--- config.mk ---
export PLATFORM = sky130hd
export DESIGN_NAME = i2c_master_register_access
export DESIGN_NICKNAME = d
export VERILOG_FILES = /design/src/sv/i2cmra_pkg.sv /design/src/sv/i2cmra_step.sv /design/src/sv/i2c_master_register_access.sv
export SDC_FILE = /design/constraint.sdc
export NUM_CORES = 1
export LEC_CHECK = 0
export BUFFER_PORTS_ARGS = -buffer_cell sky130_fd_sc_hd__buf_4
export CORE_MARGIN = 2
export CORE_UTILIZATION = 35
export CTS_BUF_LIST = sky130_fd_sc_hd__clkbuf_8
export DETAILED_ROUTE_END_ITERATION = 16
export SYNTH_ARGS = -nofsm -noshare
export SYNTH_HDL_FRONTEND = slang
export SYNTH_HIERARCHICAL = 1
export SYNTH_SLANG_ARGS = --single-unit
--- constraint.sdc ---
create_clock -name clk -period 2.59 [get_ports clk]
set_input_delay 0.259 -clock clk [delete_from_list [all_inputs] [get_ports clk]]
set_output_delay 0.259 -clock clk [all_outputs]
set_load 0.01 [all_outputs]
--- src/sv/i2cmra_pkg.sv ---
package i2cmra_pkg;

  // Bus phase of the bit-level sequencer
  typedef enum logic [3:0] {
    PH_IDLE      = 4'd0,
    PH_START_A   = 4'd1,
    PH_START_B   = 4'd2,
    PH_RS_LOW    = 4'd3,
    PH_TX_LOW    = 4'd4,
    PH_TX_HIGH   = 4'd5,
    PH_ACK_LOW   = 4'd6,
    PH_ACK_HIGH  = 4'd7,
    PH_RX_LOW    = 4'd8,
    PH_RX_HIGH   = 4'd9,
    PH_MACK_LOW  = 4'd10,
    PH_MACK_HIGH = 4'd11,
    PH_STOP_A    = 4'd12,
    PH_STOP_B    = 4'd13,
    PH_STOP_C    = 4'd14
  } phase_t;

  // Which byte of the burst is on the bus
  typedef enum logic [1:0] {
    STG_ADDR_W = 2'd0,
    STG_REG    = 2'd1,
    STG_ADDR_R = 2'd2,
    STG_DATA   = 2'd3
  } stage_t;

  // Command codes
  localparam logic [1:0] CMD_TICK  = 2'd0;
  localparam logic [1:0] CMD_READ  = 2'd1;
  localparam logic [1:0] CMD_WRITE = 2'd2;

  // Configuration register indexes
  localparam int unsigned CFG_IDX_W = 1;
  localparam logic [CFG_IDX_W-1:0] REG_DEVICE_ADDRESS = 1'b0;
  localparam logic [CFG_IDX_W-1:0] REG_ACK_TIMEOUT    = 1'b1;

  localparam logic [6:0] ADDRESS_RESET = 7'd104;
  localparam logic [7:0] TIMEOUT_RESET = 8'd250;
  localparam logic [3:0] BITS_PER_BYTE = 4'd8;

  // Sequencer state carried from one tick to the next
  typedef struct packed {
    phase_t     phase;
    stage_t     stage;
    logic [3:0] bit_count;
    logic [7:0] shift_byte;
    logic [7:0] bytes_left;
    logic [7:0] wait_count;
    logic [7:0] held_reg;
    logic       is_read;
    logic       aborted;
  } seq_state_t;

  // One result per tick
  typedef struct packed {
    logic       scl;
    logic       sda_drive_low;
    logic [7:0] rdata;
    logic       rdata_valid;
    logic       rdata_last;
    logic       wdata_take;
    logic       busy_res;
    logic       done_res;
    logic       error;
  } tick_res_t;

endpackage

--- src/sv/i2cmra_step.sv ---
module i2cmra_step (
  input  i2cmra_pkg::seq_state_t st,
  input  logic [6:0]             device_address,
  input  logic [7:0]             ack_timeout,
  input  logic [1:0]             cmd,
  input  logic [7:0]             reg_addr,
  input  logic [7:0]             length,
  input  logic [7:0]             wdata,
  input  logic                   sda_in,
  output i2cmra_pkg::seq_state_t st_nxt,
  output i2cmra_pkg::tick_res_t  res
);

  logic       scl_lvl;
  logic       sda_lvl;
  logic       write_next;
  logic [3:0] bit_inc;
  logic [7:0] left_dec;

  assign bit_inc  = st.bit_count + 4'd1;
  assign left_dec = (st.bytes_left != 8'd0) ? (st.bytes_left - 8'd1) : 8'd0;

  // Advance the sequencer by one bus tick
  always_comb begin
    st_nxt     = st;
    res        = '0;
    res.busy_res = 1'b1;
    scl_lvl    = 1'b1;
    sda_lvl    = 1'b1;
    write_next = 1'b0;
    case (st.phase)
      i2cmra_pkg::PH_IDLE: begin
        if (cmd == i2cmra_pkg::CMD_READ || cmd == i2cmra_pkg::CMD_WRITE) begin
          st_nxt.is_read    = (cmd == i2cmra_pkg::CMD_READ);
          st_nxt.held_reg   = reg_addr;
          st_nxt.bytes_left = length;
          st_nxt.stage      = i2cmra_pkg::STG_ADDR_W;
          st_nxt.aborted    = 1'b0;
          st_nxt.wait_count = 8'd0;
          st_nxt.bit_count  = 4'd0;
          st_nxt.phase      = i2cmra_pkg::PH_START_B;
        end else begin
          res.busy_res = 1'b0;
        end
      end
      i2cmra_pkg::PH_START_A: begin
        st_nxt.phase = i2cmra_pkg::PH_START_B;
      end
      i2cmra_pkg::PH_START_B: begin
        sda_lvl           = 1'b0;
        st_nxt.shift_byte = {device_address, st.stage == i2cmra_pkg::STG_ADDR_R};
        st_nxt.bit_count  = 4'd0;
        st_nxt.phase      = i2cmra_pkg::PH_TX_LOW;
      end
      i2cmra_pkg::PH_RS_LOW: begin
        scl_lvl      = 1'b0;
        st_nxt.phase = i2cmra_pkg::PH_START_A;
      end
      i2cmra_pkg::PH_TX_LOW: begin
        scl_lvl      = 1'b0;
        sda_lvl      = st.shift_byte[7];
        st_nxt.phase = i2cmra_pkg::PH_TX_HIGH;
      end
      i2cmra_pkg::PH_TX_HIGH: begin
        sda_lvl           = st.shift_byte[7];
        st_nxt.shift_byte = {st.shift_byte[6:0], 1'b0};
        if (bit_inc >= i2cmra_pkg::BITS_PER_BYTE) begin
          st_nxt.bit_count = 4'd0;
          st_nxt.phase     = i2cmra_pkg::PH_ACK_LOW;
        end else begin
          st_nxt.bit_count = bit_inc;
          st_nxt.phase     = i2cmra_pkg::PH_TX_LOW;
        end
      end
      i2cmra_pkg::PH_ACK_LOW: begin
        scl_lvl           = 1'b0;
        st_nxt.wait_count = 8'd0;
        st_nxt.phase      = i2cmra_pkg::PH_ACK_HIGH;
      end
      i2cmra_pkg::PH_ACK_HIGH: begin
        // Count high ticks until the target pulls SDA low or time runs out
        if (sda_in) begin
          if (st.wait_count >= ack_timeout) begin
            st_nxt.aborted = 1'b1;
            st_nxt.phase   = i2cmra_pkg::PH_STOP_A;
          end else begin
            st_nxt.wait_count = st.wait_count + 8'd1;
          end
        end else if (st.stage == i2cmra_pkg::STG_ADDR_W) begin
          st_nxt.shift_byte = st.held_reg;
          st_nxt.stage      = i2cmra_pkg::STG_REG;
          st_nxt.bit_count  = 4'd0;
          st_nxt.phase      = i2cmra_pkg::PH_TX_LOW;
        end else if (st.stage == i2cmra_pkg::STG_REG) begin
          if (st.is_read) begin
            st_nxt.stage = i2cmra_pkg::STG_ADDR_R;
            st_nxt.phase = i2cmra_pkg::PH_RS_LOW;
          end else begin
            write_next = 1'b1;
          end
        end else if (st.stage == i2cmra_pkg::STG_ADDR_R) begin
          st_nxt.shift_byte = 8'd0;
          st_nxt.bit_count  = 4'd0;
          st_nxt.phase      = (st.bytes_left == 8'd0) ? i2cmra_pkg::PH_STOP_A
                                                      : i2cmra_pkg::PH_RX_LOW;
        end else begin
          write_next = 1'b1;
        end
        // Load the next write byte or finish the burst
        if (write_next) begin
          if (st.bytes_left != 8'd0) begin
            st_nxt.shift_byte = wdata;
            res.wdata_take    = 1'b1;
            st_nxt.bytes_left = left_dec;
            st_nxt.stage      = i2cmra_pkg::STG_DATA;
            st_nxt.bit_count  = 4'd0;
            st_nxt.phase      = i2cmra_pkg::PH_TX_LOW;
          end else begin
            st_nxt.phase = i2cmra_pkg::PH_STOP_A;
          end
        end
      end
      i2cmra_pkg::PH_RX_LOW: begin
        scl_lvl      = 1'b0;
        st_nxt.phase = i2cmra_pkg::PH_RX_HIGH;
      end
      i2cmra_pkg::PH_RX_HIGH: begin
        st_nxt.shift_byte = {st.shift_byte[6:0], sda_in};
        if (bit_inc >= i2cmra_pkg::BITS_PER_BYTE) begin
          st_nxt.bit_count = 4'd0;
          st_nxt.phase     = i2cmra_pkg::PH_MACK_LOW;
        end else begin
          st_nxt.bit_count = bit_inc;
          st_nxt.phase     = i2cmra_pkg::PH_RX_LOW;
        end
      end
      i2cmra_pkg::PH_MACK_LOW: begin
        scl_lvl      = 1'b0;
        sda_lvl      = (st.bytes_left > 8'd1) ? 1'b0 : 1'b1;
        st_nxt.phase = i2cmra_pkg::PH_MACK_HIGH;
      end
      i2cmra_pkg::PH_MACK_HIGH: begin
        // Hand out the byte; NACK marks the last one
        sda_lvl           = (st.bytes_left > 8'd1) ? 1'b0 : 1'b1;
        res.rdata         = st.shift_byte;
        res.rdata_valid   = 1'b1;
        res.rdata_last    = (st.bytes_left <= 8'd1);
        st_nxt.bytes_left = left_dec;
        st_nxt.shift_byte = 8'd0;
        st_nxt.bit_count  = 4'd0;
        st_nxt.phase      = (left_dec == 8'd0) ? i2cmra_pkg::PH_STOP_A
                                               : i2cmra_pkg::PH_RX_LOW;
      end
      i2cmra_pkg::PH_STOP_A: begin
        scl_lvl      = 1'b0;
        sda_lvl      = 1'b0;
        st_nxt.phase = i2cmra_pkg::PH_STOP_B;
      end
      i2cmra_pkg::PH_STOP_B: begin
        sda_lvl      = 1'b0;
        st_nxt.phase = i2cmra_pkg::PH_STOP_C;
      end
      i2cmra_pkg::PH_STOP_C: begin
        res.done_res   = 1'b1;
        res.error      = st.aborted;
        st_nxt.aborted = 1'b0;
        st_nxt.phase   = i2cmra_pkg::PH_IDLE;
      end
      default: begin
        res.busy_res = 1'b0;
        st_nxt.phase = i2cmra_pkg::PH_IDLE;
      end
    endcase
    res.scl           = scl_lvl;
    res.sda_drive_low = ~sda_lvl;
  end

endmodule

--- src/sv/i2c_master_register_access.sv ---
// Channel   Direction  Handshake          Payload
// in_       request in in_valid/in_stall  cmd, reg_addr, length, wdata, sda_in
// out_      result out out_valid/out_stall scl, sda_drive_low, rdata, rdata_valid,
//                                          rdata_last, wdata_take, busy_res,
//                                          done_res, error
// cfg_      write in   cfg_wr_en          cfg_index, cfg_wdata
//
// Each request is one bus tick and yields exactly one result, passing through
// the request register and then the result register. One request per cycle
// is sustained while out_stall stays low; the sequencer step lies between them.
// Reset (synchronous, rst_n low) idles the sequencer and loads the register
// defaults. A stalled result holds the request register; in_stall rises only
// when both the request and result registers are full.
module i2c_master_register_access (
  input  logic                               clk,
  input  logic                               rst_n,
  input  logic                               in_valid,
  output logic                               in_stall,
  input  logic [1:0]                         in_cmd,
  input  logic [7:0]                         in_reg_addr,
  input  logic [7:0]                         in_length,
  input  logic [7:0]                         in_wdata,
  input  logic                               in_sda_in,
  output logic                               out_valid,
  input  logic                               out_stall,
  output logic                               out_scl,
  output logic                               out_sda_drive_low,
  output logic [7:0]                         out_rdata,
  output logic                               out_rdata_valid,
  output logic                               out_rdata_last,
  output logic                               out_wdata_take,
  output logic                               out_busy_res,
  output logic                               out_done_res,
  output logic                               out_error,
  input  logic                               cfg_wr_en,
  input  logic [i2cmra_pkg::CFG_IDX_W-1:0]   cfg_index,
  input  logic [7:0]                         cfg_wdata
);

  logic                   req_valid_r;
  logic [1:0]             req_cmd_r;
  logic [7:0]             req_reg_addr_r;
  logic [7:0]             req_length_r;
  logic [7:0]             req_wdata_r;
  logic                   req_sda_r;
  logic [6:0]             dev_addr_r;
  logic [7:0]             ack_timeout_r;
  logic                   res_valid_r;
  i2cmra_pkg::tick_res_t  res_r;
  i2cmra_pkg::tick_res_t  res_nxt;
  i2cmra_pkg::seq_state_t seq_r;
  i2cmra_pkg::seq_state_t seq_nxt;
  logic                   res_free;
  logic                   step_go;

  assign res_free = ~res_valid_r | ~out_stall;
  assign step_go  = req_valid_r & res_free;
  assign in_stall = req_valid_r & ~res_free;

  // Hold configuration registers
  always_ff @(posedge clk) begin
    if (!rst_n) begin
      dev_addr_r    <= i2cmra_pkg::ADDRESS_RESET;
      ack_timeout_r <= i2cmra_pkg::TIMEOUT_RESET;
    end else if (cfg_wr_en) begin
      if (cfg_index == i2cmra_pkg::REG_DEVICE_ADDRESS) begin
        dev_addr_r <= cfg_wdata[6:0];
      end else if (cfg_index == i2cmra_pkg::REG_ACK_TIMEOUT) begin
        ack_timeout_r <= cfg_wdata;
      end
    end
  end

  // Capture a request whenever the request register is empty or moving on
  always_ff @(posedge clk) begin
    if (!rst_n) begin
      req_valid_r <= 1'b0;
    end else if (!req_valid_r || res_free) begin
      req_valid_r <= in_valid;
    end
  end

  always_ff @(posedge clk) begin
    if (!req_valid_r || res_free) begin
      req_cmd_r      <= in_cmd;
      req_reg_addr_r <= in_reg_addr;
      req_length_r   <= in_length;
      req_wdata_r    <= in_wdata;
      req_sda_r      <= in_sda_in;
    end
  end

  i2cmra_step u_step (
    .st             (seq_r),
    .device_address (dev_addr_r),
    .ack_timeout    (ack_timeout_r),
    .cmd            (req_cmd_r),
    .reg_addr       (req_reg_addr_r),
    .length         (req_length_r),
    .wdata          (req_wdata_r),
    .sda_in         (req_sda_r),
    .st_nxt         (seq_nxt),
    .res            (res_nxt)
  );

  // Advance sequencer state once per tick
  always_ff @(posedge clk) begin
    if (!rst_n) begin
      seq_r <= '{phase: i2cmra_pkg::PH_IDLE, stage: i2cmra_pkg::STG_ADDR_W,
                 default: '0};
    end else if (step_go) begin
      seq_r <= seq_nxt;
    end
  end

  // Load the result register, drop it once taken
  always_ff @(posedge clk) begin
    if (!rst_n) begin
      res_valid_r <= 1'b0;
    end else if (step_go) begin
      res_valid_r <= 1'b1;
    end else if (!out_stall) begin
      res_valid_r <= 1'b0;
    end
  end

  always_ff @(posedge clk) begin
    if (step_go) begin
      res_r <= res_nxt;
    end
  end

  assign out_valid         = res_valid_r;
  assign out_scl           = res_r.scl;
  assign out_sda_drive_low = res_r.sda_drive_low;
  assign out_rdata         = res_r.rdata;
  assign out_rdata_valid   = res_r.rdata_valid;
  assign out_rdata_last    = res_r.rdata_last;
  assign out_wdata_take    = res_r.wdata_take;
  assign out_busy_res      = res_r.busy_res;
  assign out_done_res      = res_r.done_res;
  assign out_error         = res_r.error;

`ifndef SYNTH
  a_error_only_at_done: assert property (@(posedge clk) disable iff (!rst_n)
    out_valid && out_error |-> out_done_res)
    else $error("error flagged without stop completion");

  a_last_needs_byte: assert property (@(posedge clk) disable iff (!rst_n)
    out_valid && out_rdata_last |-> out_rdata_valid)
    else $error("last flag without a read byte");

  a_done_while_busy: assert property (@(posedge clk) disable iff (!rst_n)
    out_valid && out_done_res |-> out_busy_res && !out_sda_drive_low && out_scl)
    else $error("stop completion with bus not released");

  a_stall_means_full: assert property (@(posedge clk) disable iff (!rst_n)
    in_stall |-> res_valid_r && req_valid_r)
    else $error("request stalled with a free result register");
`endif

endmodule
# ---- Word-level counts from Yosys, hierarchy flattened
# Cells that the tools add are included.
dict set report word_totals {
  ff_bits 104
  input_bits 41
  wordCells 154
}
dict set report op_classes {
  add_sub_neg 3
  order_cmp 4
  n_eq_ne 28
  n_mux 52
  n_bitwise 8
  reduce_logical 32
}
# op count
set ops {}
lappend ops {{4-bit one-hot mux with 14 select lines} 1}
lappend ops {{26-bit two-way mux} 2}
lappend ops {{8-bit one-hot mux with 3 select lines} 2}
lappend ops {{8-bit one-hot mux with 5 select lines} 1}
lappend ops {{6-bit two-way mux} 5}
lappend ops {{4-bit equality test, second input constant} 7}
lappend ops {{12-bit two-way mux} 2}
lappend ops {{4-bit two-way mux} 6}
lappend ops {{8-bit two-way mux} 3}
lappend ops {{22-bit two-way mux} 1}
lappend ops {{5-bit AND reduction} 4}
lappend ops {{18-bit two-way mux} 1}
lappend ops {{4-bit by 3-bit equality test with 1-bit output, second input constant} 4}
lappend ops {{8-bit logical NOT} 2}
lappend ops {{4-bit one-hot mux with 4 select lines} 1}
lappend ops {{1-bit two-way mux} 14}
lappend ops {{14-bit two-way mux} 1}
lappend ops {{14-bit OR reduction} 1}
lappend ops {{10-bit two-way mux} 1}
lappend ops {{2-bit two-way mux} 5}
lappend ops {{3-bit AND reduction} 3}
lappend ops {{3-bit nonzero test} 3}
lappend ops {{8-bit by 1-bit adder with 8-bit output, second input constant} 1}
lappend ops {{4-bit by 2-bit equality test with 1-bit output, second input constant} 2}
lappend ops {{33 further kinds} 54}

# ---- Longest topological paths before layout
dict set report depth {
  word_depth 11
  depth_mapped 12
  ltp_nobuf 12
}

# ---- Modules after synthesis
# The synthesis kept the hierarchy.
# mod n_inst cells_per_inst area_per_inst_um2 seq_area_each_um2
set modules_own_cells {}
lappend modules_own_cells {i2c_master_register_access 1 313 3509.6 2512.4}
lappend modules_own_cells {i2cmra_step 1 285 1898.1 0.0}

# ---- Worst setup path after synthesis
# OpenSTA, ideal clock, no wires.
dict set report synth_timing {
  path_kind {reg-to-reg}
  start {register seq_r[11] in the netlist's numbering}
  end {register seq_r[14] in the netlist's numbering}
  setup_ns 0.123
  arrival_time_ns 2.211
  path_slack_ns 0.257
  path_stages_with_launch 10
  n_path_buf 0
  path_cell_list {dfxtp_1 -> ha_1 -> nor2b_1 -> o211a_1 -> o311ai_4 -> nand2_4 -> o311a_1 -> a211o_1 -> nand3_1 -> o21ai_0}
}
# item line
set synth_rtl {}
lappend synth_rtl {{start, declared} i2c_master_register_access.sv:51} ;# i2cmra_pkg::seq_state_t seq_r;
lappend synth_rtl {{start signal, assigned} i2c_master_register_access.sv:109} ;# seq_r <= '{phase: i2cmra_pkg::PH_IDLE, stage: i2cmra_pkg::STG_ADDR_W,
lappend synth_rtl {{start signal, assigned} i2c_master_register_access.sv:112} ;# seq_r <= seq_nxt;

==> impl_metrics.csv <==
group,metric,value,unit
outcome,status,"completed",
place,port-buffer-count,58,
drt,firstDrtPassIters,7,
synthesis,yosys.area_share.adder,3.47,%
place,hpwl,9250,um
grt,track_usage,16.3,%
power_and_ir_drop,p_total,0.00329,W
timing,hold_violations,0,
cells_and_area,synthToLayoutAreaGrowth,16.4,%
synthesis,synth_xor_area_share,0.648,%
synthesis,synth_nets,654,
floorplanning,initial_core_util,35.7,%
critical_path,crit_arrival,2730,ps
critical_path,path_class,"reg -> reg",
cells_and_area,drive_above_1_share,19.7,%
drt,wl_per_cell,15.2,um
synthesis,synth_cell_types,72,
grt,grt_start_max_net_pins,106,
synthesis,yosysWarnings,6,
critical_path,crit_path_end_kind,"register",
cells_and_area,nets,710,
grt,overflow,0,
synthesis,synth_area,5410,um^2
timing,max_freq,0.406,GHz
timing,relSlewSlack,31.8,%
timing,tightest_slew,1020,ps
floorplanning,dieWidth,128,um
cts,clkLatencyLatePin,380,ps
power_and_ir_drop,p_per_area,523,nW/um^2
floorplanning,die_h,128,um
cells_and_area,nFillCells,1473,
drt,via_per_inst,5.36,
cts,root_buffer,"clkbuf_8",
place,place_congestion,0.910,
timing,tns,0,ps
grt,grt_pass1_vias,4305,
synthesis,synth_flop_cell,"dfxtp_1",
drt,ant_nets,0,
cts,clockBufferDepth,2,
synthesis,synth-edff-count,43,
synthesis,yosys.area_share.simple,24.9,%
floorplanning,die_area,16500,um^2
cts,cts-htree-levels,3,
timing,min_period,2460,ps
timing,setup_viol,0,
power_and_ir_drop,ir_drop,389,uV
cts,cts_hold_buf,0,
drt,vias,4542,
cts,clock-sinks,104,
synthesis,synth_top_family_by_area,"simple AND/OR/NAND/NOR gates",
synthesis,synth_compound_area_share,17.1,%
synthesis,ys_seq_elements,104,
floorplanning,coreArea,15100,um^2
cells_and_area,antenna_cells,0,
critical_path,setup.worst_path.start_class,"register",
worst_hold_path,holdCritPathClass,"in -> reg",
critical_path,cp_max_fo,8,
cts,cts_buffers,9,
drt,drc_errors,0,
cts,cts_tree,"done",
timing,fin_skew,8.39,ps
critical_path,required,2860,ps
synthesis,netlist_instances,598,
floorplanning,ioPinCount,59,
drt,drt_iter0_drc,281,
synthesis,muxShareOfSynthArea,2.06,%
synthesis,yosysSeqAreaShare,46.5,%
timing,rsz0062_at_grt,"no",
timing,drv_slew,0,
job,cap_violations,0,
floorplanning,row_count,45,
grt,antenna_found_initial,0,
drt,wl,12900,um
cts,path_clk_slew,100,ps
grt,grt_pass1_wl,21200,um
timing,post-route-period-util,95.1,%
power_and_ir_drop,p_leak,2.46,nW
synthesis,avgSynthCellArea,9.04,um^2
synthesis,ys_async_sr_fraction,0,%
-- cells in the mapped netlist, types with 2 or more instances --
cell / instances / area share (%)
nand2_1: 114 / 7.9
nand3_1: 69 / 6.4
o21ai_0: 62 / 5.7
dfxtp_1: 61 / 23
edfxtp_1: 43 / 24
nor2_1: 22 / 1.5
inv_1: 18 / 1.2
buf_2: 17 / 1.6
ha_1: 15 / 3.5
and2_1: 14 / 1.6
a21oi_1: 12 / 1.1
clkbuf_1: 12 / 0.83
nor3_1: 11 / 1.0
mux2_2: 9 / 1.9
a222oi_1: 7 / 1.3
nor2b_1: 7 / 0.81
a21boi_0: 6 / 0.83
a221o_1: 6 / 1.1
a31oi_1: 5 / 0.58
nand2b_1: 5 / 0.58
nor4_1: 4 / 0.46
or4_1: 4 / 0.56
a21o_1: 3 / 0.42
and3_1: 3 / 0.35
clkbuf_2: 3 / 0.28
clkbuf_8: 3 / 0.76
nand4_1: 3 / 0.35
o211ai_1: 3 / 0.42
o31ai_1: 3 / 0.42
or3_1: 3 / 0.35
a22o_1: 2 / 0.32
a22oi_1: 2 / 0.28
a41oi_1: 2 / 0.32
buf_6: 2 / 0.42
nor3_2: 2 / 0.37
o21ai_1: 2 / 0.19
or2_1: 2 / 0.23
xnor2_1: 2 / 0.32
xor2_1: 2 / 0.32
-- metrics by stage --
step           util (%)  cell area, um^2  worst slack (ps)  instances  hold slack, ps
3_3_place_gp       40.0             6050               161        827             437
5_1_grt            41.6             6290              2.80        847            20.3
4_1_cts            41.3             6250              7.75        843            19.8
2_1_floorplan         -             5410               257        598             358
3_5_place_dp       40.0             6050              21.2        827             438
6_report           41.6             6290               127        847            41.6
-- where the power goes --
group	total, W	switching (W)	internal (W)	leakage [nW]
registers	0.00181	0.0000439	0.00177	0.933
logic	0.000449	0.000247	0.000202	1.42
clock network	0.00103	0.000558	0.000472	0.105
-- kinds of logic (layout without fill, tap and decap cells) --
logic type / after synthesis / in the layout
AND/OR/NAND/NOR: 274 / 274
adder cells (fa/ha/maj): 15 / 15
AO/OA/AOI/OAI: 134 / 134
buffers and inverters: 57 / 118
multiplexers: 10 / 10
flip-flops: 104 / 104
XOR/XNOR: 4 / 4
-- final cells by class --
| class | instances | area [um^2] | share of cell area [%] |
|---|---|---|---|
| Clock buffer | 10 | 138 | 2.19 |
| Clock inverter | 6 | 62.6 | 0.994 |
| Inverter | 19 | 73.8 | 1.17 |
| Multi-Input combinational cell | 437 | 2620 | 41.6 |
| Sequential cell | 104 | 2520 | 40.0 |
| Tap cell | 188 | 235 | 3.74 |
| Timing Repair Buffer | 83 | 648 | 10.3 |
-- cells in the final DEF (no fill, tap or decap), types with 6 or more instances in the layout --
master    synthesis  layout
dfxtp_1          61      57
mux2_2            9       9
nor3_1           11      11
nand3_1          69      69
buf_4             1      81
a222oi_1          7       7
nor2_1           22      22
edfxtp_1         43      43
inv_1            18      18
o21ai_0          62      60
a221o_1           6       6
nand2_1         114     114
a21oi_1          12      12
clkbuf_8          3      10
a21boi_0          6       6
ha_1             15      14
nor2b_1           7       7
and2_1           14      14
-- critical path, cell delays in order, from the launching register on --
cell      delay (ps)
dfxtp_2          370
ha_1             310
nor2b_1          140
o211a_1          230
o311ai_4         370
nand2_4          130
o311a_1          360
a211o_1          280
nand3_1           70
o21ai_0          100
-- state kept, by name, indices dropped and copies added, names as in the netlist, 2 cells and up --
register / cells
req_cmd_r: 2
req_reg_addr_r: 8
ack_timeout_r: 8
req_length_r: 8
out_rdata: 8
dev_addr_r: 7
seq_r: 44
req_wdata_r: 8
-- layer usage --
layer | vias to the layer above | global-route usage [%] | wire [um]
li1 | 2276 | - | -
met1 | 2145 | 20.4 | 5740
met2 | 103 | 28.0 | 6340
met3 | 18 | 2.38 | 523
met4 | 0 | 7.24 | 304
met5 | - | 0 | 0
-- path summary, 6_finish.rpt --
kind | slack, ps | endpoint | depth (start not counted) | start
min | 40 | req_wdata_r[5] | 1 | in_wdata[5]
max reg2reg | 130 | seq_r[14] | 9 | seq_r[11]
min reg2reg | 480 | ack_timeout_r[7] | 2 | ack_timeout_r[7]
max | 130 | seq_r[14] | 9 | seq_r[11]
-- what timing repair did --
item | 4_1_cts | 5_1_grt
buffers inserted | 0 | 4
setup endpoints to repair | 0 | 9
gates resized for setup | 0 | 10
(Power assumes the default switching activity.)
